$ cat src/rtl/grl_pkg.sv
`timescale 1ns / 1ps
// grl_pkg: shared types, codes and sizes for the glyph run layout block
// no dependencies; used by every file under rtl

package grl_pkg;

    localparam int TABLE_DEPTH   = 256;
    localparam int ADDR_W        = $clog2(TABLE_DEPTH);
    localparam int MAX_INSTANCES = 128;
    localparam int CNT_W         = $clog2(MAX_INSTANCES + 1);
    localparam int SLOT_W        = 7;
    localparam int ID_W          = 11;
    localparam int ID_SCALE      = 6;
    localparam int RGB_W         = 24;

    localparam logic [8:0]  TABLE_DEPTH_W = 9'(TABLE_DEPTH);
    localparam logic [15:0] MAX_INST_W    = 16'(MAX_INSTANCES);

    localparam logic [7:0]       RST_FIRST_CODE  = 8'd32;
    localparam logic [8:0]       RST_GLYPH_COUNT = 9'd0;
    localparam logic [7:0]       RST_INST_LIMIT  = 8'd128;
    localparam logic [RGB_W-1:0] RST_RGB         = 24'hFFFFFF;

    typedef enum logic [1:0] {
        KIND_GLYPH_WRITE = 2'd0,
        KIND_CLEAR       = 2'd1,
        KIND_BEGIN       = 2'd2,
        KIND_CHAR        = 2'd3
    } t_kind;

    typedef enum logic [1:0] {
        ST_PLACED = 2'd0,
        ST_RANGE  = 2'd1,
        ST_FULL   = 2'd2,
        ST_ACK    = 2'd3
    } t_status;

    typedef enum logic [1:0] {
        CFG_FIRST_CODE  = 2'd0,
        CFG_GLYPH_COUNT = 2'd1,
        CFG_INST_LIMIT  = 2'd2,
        CFG_TEXT_COLOR  = 2'd3
    } t_cfg_idx;

    typedef struct packed {
        logic [7:0]       first_code;
        logic [8:0]       glyph_count;
        logic [7:0]       instance_limit;
        logic [RGB_W-1:0] rgb;
    } t_cfg;

    typedef struct packed {
        t_kind       kind;
        logic [7:0]  code;
        logic [15:0] pen_x;
        logic [15:0] pen_y;
    } t_item;

    // table entry, offsets in the low bytes
    typedef struct packed {
        logic [7:0] height;
        logic [7:0] advance;
        logic [7:0] dy;
        logic [7:0] dx;
    } t_entry;

    typedef struct packed {
        t_status           status;
        logic [SLOT_W-1:0] slot;
        logic [ID_W-1:0]   glyph_id;
        logic [15:0]       place_x;
        logic [15:0]       place_y;
        logic [RGB_W-1:0]  color_rgb;
        logic [15:0]       run_width;
        logic [7:0]        run_height;
    } t_result;

    // clamp a 17-bit signed sum into the signed 16-bit range
    function automatic logic [15:0] sat16(input logic [16:0] s);
        logic [15:0] r;
        if (s[16] != s[15]) begin
            r = s[16] ? 16'h8000 : 16'h7FFF;
        end else begin
            r = s[15:0];
        end
        return r;
    endfunction

endpackage

$ cat src/rtl/grl_place.sv
`timescale 1ns / 1ps
// grl_place: run state (pen, baseline, instance count, run measure) and
// placement of one item from its table entry; depends on grl_pkg

module grl_place (
    input  logic             i_clk,
    input  logic             i_rst_n,
    input  logic             i_step,
    input  grl_pkg::t_item   i_item,
    input  grl_pkg::t_entry  i_entry,
    input  grl_pkg::t_cfg    i_cfg,
    output grl_pkg::t_result o_result
);

    logic [15:0]                r_pen;
    logic [15:0]                r_base;
    logic [grl_pkg::CNT_W-1:0]  r_count;
    logic [15:0]                r_width;
    logic [7:0]                 r_height;

    logic [15:0]                n_pen;
    logic [15:0]                n_base;
    logic [grl_pkg::CNT_W-1:0]  n_count;
    logic [15:0]                n_width;
    logic [7:0]                 n_height;

    logic [7:0]  diff;
    logic        in_range;
    logic [15:0] limit;
    logic        full;
    logic [16:0] x_sum;
    logic [16:0] y_sum;
    logic [16:0] pen_sum;
    logic [16:0] width_sum;

    always_comb begin
        diff     = i_item.code - i_cfg.first_code;
        in_range = (i_item.code >= i_cfg.first_code)
                && ({1'b0, diff} < i_cfg.glyph_count)
                && ({1'b0, diff} < grl_pkg::TABLE_DEPTH_W);
        limit    = (16'(i_cfg.instance_limit) < grl_pkg::MAX_INST_W)
                 ? 16'(i_cfg.instance_limit) : grl_pkg::MAX_INST_W;
        full     = 16'(r_count) >= limit;

        x_sum     = {r_pen[15], r_pen} + {{9{i_entry.dx[7]}}, i_entry.dx};
        y_sum     = {r_base[15], r_base} - {{9{i_entry.dy[7]}}, i_entry.dy};
        pen_sum   = {r_pen[15], r_pen} + {9'd0, i_entry.advance};
        width_sum = {1'b0, r_width} + {9'd0, i_entry.advance};

        n_pen    = r_pen;
        n_base   = r_base;
        n_count  = r_count;
        n_width  = r_width;
        n_height = r_height;

        o_result           = '0;
        o_result.status    = grl_pkg::ST_ACK;

        case (i_item.kind)
            grl_pkg::KIND_GLYPH_WRITE: begin
            end
            grl_pkg::KIND_CLEAR: begin
                n_count = '0;
            end
            grl_pkg::KIND_BEGIN: begin
                n_pen    = i_item.pen_x;
                n_base   = i_item.pen_y;
                n_width  = '0;
                n_height = '0;
            end
            grl_pkg::KIND_CHAR: begin
                if (full) begin
                    o_result.status = grl_pkg::ST_FULL;
                end else if (!in_range) begin
                    o_result.status = grl_pkg::ST_RANGE;
                end else begin
                    o_result.status    = grl_pkg::ST_PLACED;
                    o_result.slot      = grl_pkg::SLOT_W'(r_count);
                    o_result.glyph_id  = grl_pkg::ID_W'(diff)
                                       * grl_pkg::ID_W'(grl_pkg::ID_SCALE);
                    o_result.place_x   = grl_pkg::sat16(x_sum);
                    o_result.place_y   = grl_pkg::sat16(y_sum);
                    o_result.color_rgb = i_cfg.rgb;
                    n_count  = r_count + 1'b1;
                    n_pen    = grl_pkg::sat16(pen_sum);
                    n_width  = width_sum[16] ? 16'hFFFF : width_sum[15:0];
                    n_height = (i_entry.height > r_height) ? i_entry.height : r_height;
                end
            end
            default: begin
            end
        endcase

        o_result.run_width  = n_width;
        o_result.run_height = n_height;
    end

    always_ff @(posedge i_clk) begin
        if (!i_rst_n) begin
            r_pen    <= '0;
            r_base   <= '0;
            r_count  <= '0;
            r_width  <= '0;
            r_height <= '0;
        end else if (i_step) begin
            r_pen    <= n_pen;
            r_base   <= n_base;
            r_count  <= n_count;
            r_width  <= n_width;
            r_height <= n_height;
        end
    end

endmodule

$ cat config.mk
export PLATFORM = sky130hd
export DESIGN_NAME = grl_place
export DESIGN_NICKNAME = d
export VERILOG_FILES = /design/src/rtl/grl_pkg.sv /design/src/rtl/grl_place.sv
export SDC_FILE = /design/constraint.sdc
export NUM_CORES = 1
export LEC_CHECK = 0
export ABC_AREA = 1
export ABC_CLOCK_PERIOD_IN_PS = 5150
export BUFFER_PORTS_ARGS = -buffer_cell sky130_fd_sc_hd__buf_4
export CELL_PAD_IN_SITES_DETAIL_PLACEMENT = 0
export CELL_PAD_IN_SITES_GLOBAL_PLACEMENT = 1
export CORE_MARGIN = 2
export CORE_UTILIZATION = 37
export CTS_BUF_LIST = sky130_fd_sc_hd__clkbuf_4
export DETAILED_ROUTE_END_ITERATION = 8
export GPL_TIMING_DRIVEN = 0
export HOLD_SLACK_MARGIN = 0.03
export PLACE_DENSITY_LB_ADDON = 0.12
export SKIP_LAST_GASP = 1
export SYNTH_ARGS = -nofsm -noshare
export SYNTH_HDL_FRONTEND = slang
export SYNTH_SLANG_ARGS = --single-unit
$ cat constraint.sdc
create_clock -name i_clk -period 5.15 [get_ports i_clk]
set_clock_uncertainty 0.15 [all_clocks]
set_input_delay 1.03 -clock i_clk [delete_from_list [all_inputs] [get_ports i_clk]]
set_output_delay 1.03 -clock i_clk [all_outputs]
set_load 0.03 [all_outputs]
==> impl_metrics.py <==
metrics = {
    "logic_synthesis": {
        "yosys.area.top_type": "dfxtp_1",
        "synth_ff_type": "dfxtp_1",
        "yosys.area_share.simple_pct": 33.01,
        "synth-xor-area-share_pct": 4.134,
        "synth-seq-cells": 64,
        "synth_seq_area_share_pct": 15.91,
        "synth.top_cell.area_share_pct": 15.91,
        "async_flop_share_pct": 0,
        "synth_top_family_by_area": "simple AND/OR/NAND/NOR gates",
        "syn_area_um2": 8051,
        "muxShareOfSynthArea_pct": 0,
        "synth_adder_area_share_pct": 15.48,
        "synth-edff-count": 0,
        "synth_nets": 1539,
        "synth_compound_area_share_pct": 18.94,
        "synthCells": 1317,
        "ys_types": 48,
        "avgSynthCellArea_um2": 6.113,
        "synth_area_leaders": "dfxtp_1 (16%), ha_1 (14%), nand2_1 (13%), inv_1 (9.6%), a21oi_1 (8.3%)",
        "ys_warn_count": 0,
    },
    "clocking": {
        "path_clk_slew_ns": 0.12,
        "clk_path_buf_depth": 2,
        "cts_root_buffer": "clkbuf_4",
        "clock_sinks": 64,
        "cts_buffers": 9,
        "cts_max_level": 3,
        "clk_latency_ns": 0.46,
        "cts_tree": "built",
        "holdBufCountCts": 0,
    },
    "timing": {
        "drv_slew": 0,
        "fin_setup_tns_ns": -2.600,
        "period_share_pct": 102.2,
        "tightest_slew_ns": 0.6954,
        "rsz0062_at_grt": "yes",
        "fin_ws_ns": -0.1129,
        "hold_slack_ns": 0.3613,
        "hold_viol_final": 0,
        "max_slew_margin_pct": 53.64,
        "max_freq_ghz": 0.1900,
        "finalSetupViolCount": 62,
        "min_period_ns": 5.263,
    },
    "cells_and_area": {
        "layoutNonFillerInstCount": 1860,
        "synthToLayoutAreaGrowth_pct": 45.84,
        "nets": 1802,
        "postLayoutCoreUtil_pct": 55.34,
        "drive_gt1_share_pct": 28.79,
    },
    "critical_path": {
        "crit_type": "input port to output pin",
        "r2r-end": "r_width[8]",
        "crit_path_end_kind": "output pin",
        "worstReg2RegStart": "r_count[3]",
        "cp-start-kind": "input port",
        "r2r_setup_slack_ns": 2.31,
        "critPathRequiredTime_ns": 3.97,
        "max_stage_delay_ns": 0.39,
        "cp.arrival_ns": 4.08,
        "rr_worst_depth": 14,
        "crit_path_top_delay_cell": "fa_2",
        "crit_path_max_fanout": 5,
    },
    "min_path": {
        "hold_path_class": "flip-flop to flip-flop",
        "hold_start": "r_base[0]",
        "hold_depth": 2,
        "min_to": "r_base[0]",
    },
    "power": {
        "ir_worst_vdd_uv": 105.8,
        "p_leak_nw": 5.977,
        "p_per_area_nw_per_um2": 193.7,
        "power_mw": 2.274,
    },
    "global_route": {
        "gr-total-overflow": 0,
        "grt_max_degree": 12,
        "grt_usage_pct": 22.60,
        "antenna_found_initial": 1,
        "grt_pass1_vias": 8253,
        "grt_pass1_wl_mm": 41.16,
    },
    "place": {
        "port_buffers": 223,
        "gp_congestion": 0.8677,
        "dp_hpwl_mm": 21.13,
        "dp.cells": 1815,
    },
    "die": {
        "die_area_um2": 22960,
        "ios": 226,
        "initial_core_util_pct": 37.94,
        "fp.coreArea_um2": 21220,
        "die_h_um": 151.5,
        "rows": 53,
        "dieWidth_um": 151.5,
    },
    "run_status": {
        "status": "finished with violations",
        "violations": "setup timing",
    },
    "route": {
        "vias_per_cell": 4.949,
        "drtAntennaViolNets": 0,
        "wl_mm": 27.55,
        "drcViolationCount": 0,
        "wl_per_cell_um": 14.81,
        "num_vias": 9206,
        "first_iter_violations": 451,
        "drt-pass1-iter-count": 5,
    },
    "job": {
        "cap_violations": 0,
    },
}
worst max path at each step:
stage | end | depth (start not counted) | slack [ns] | start
floorplan | o_result[65] | 19 | -0.17 | i_item[32]
global placement | o_result[54] | 22 | -0.53 | i_item[32]
detailed placement | o_result[54] | 22 | -0.54 | i_item[32]
CTS | o_result[75] | 23 | -0.10 | i_item[32]
global route | o_result[16] | 26 | -0.26 | i_item[32]
finish | o_result[16] | 26 | -0.11 | i_item[32]
repair_timing:
action                     in CTS  in global routing
setup buffers                  13                 11
setup endpoints to repair      98                 97
gates cloned                    3                  3
resized for setup              71                232
pin swaps                      17                 31
registers in the layout (all words and copies together) (netlist names):
name and cells:
r_base 16, r_count 8, r_height 8, r_pen 16, r_width 16
Yosys cell counts (3+ instances only):
cell type  instances
inv_2              4
ha_1              90
nor3_2            20
nand2_2            3
or2_2             16
nand4_1            8
nand3_1           96
o21ai_1           18
a21oi_1          134
nand3_2            4
buf_1              3
o21a_1             7
nand2_4            3
a21oi_2            4
xnor2_1           12
buf_4              4
buf_6              4
fa_1               6
nand2_1          284
o21bai_1           7
inv_1            205
o21ai_2           12
a21o_1             6
nor3_1            15
a21boi_0           3
xor2_1            26
o21ai_0           72
nor3b_1            4
buf_2             10
dfxtp_1           64
clkbuf_1          19
nor2_1           131
a211oi_1           3
cells by family (layout without fill, tap and decap cells):
logic type | after synthesis | after routing
buf+inv | 252 | 519
simple gates | 592 | 592
fa+ha+maj | 96 | 96
other cells | 1 | 2
compound gates | 274 | 274
flops | 64 | 64
xor+xnor | 38 | 38
cell usage in the layout, fill, tap and decap left out, drive strengths merged, types with 6 or more instances in the layout:
cell type,instances
xor2,26
o21a,7
xnor2,12
dfxtp,64
a21o,6
clkbuf,32
o21bai,7
nor3,35
nor2,134
o21ai,102
or2,16
fa,6
nand3,100
inv,209
ha,90
nand4,8
buf,270
nand2,290
a21oi,139
routing by layer:
metal / global-route usage [%] / wire length (um)
met1: 31.34 / 13090
met2: 37.67 / 12860
met3: 2.216 / 1181
met4: 5.787 / 420
met5: 0 / 0
critical path: cells and delay by family:
kind | cells | cell delay, ns
fa+ha+maj | 2 | 0.52
buf+inv | 13 | 1.47
simple gates | 9 | 0.71
compound gates | 2 | 0.35
power by group:
group	total, mW	switching (mW)	internal [mW]	leakage, nW
Combinational	1.40	0.835	0.563	5.39
Sequential	0.553	0.0284	0.525	0.525
Clock	0.323	0.222	0.102	0.0587
Total	2.27	1.09	1.19	5.98
area by class of cell:
type | instances | area, um^2
fillers | 2179 | 9478
multi-input cells | 1001 | 6563
repair buffers | 252 | 2272
flip-flops and latches | 64 | 1281
inverters | 212 | 808.3
plain buffers | 40 | 362.8
well taps | 275 | 344.1
clock buffers | 10 | 75.07
clock inverters | 5 | 33.78
diodes | 1 | 2.502
metrics by stage:
| step | worst slack, ns | area (um^2) |
|---|---|---|
| after detailed placement | -0.5374 | 10070 |
| after global placement | -0.5298 | 10070 |
| after floorplan | -0.1697 | 8055 |
| after global routing | -0.2579 | 11740 |
| after CTS | -0.1022 | 10650 |
| final | -0.1129 | 11740 |
(Power assumes the default switching activity.)
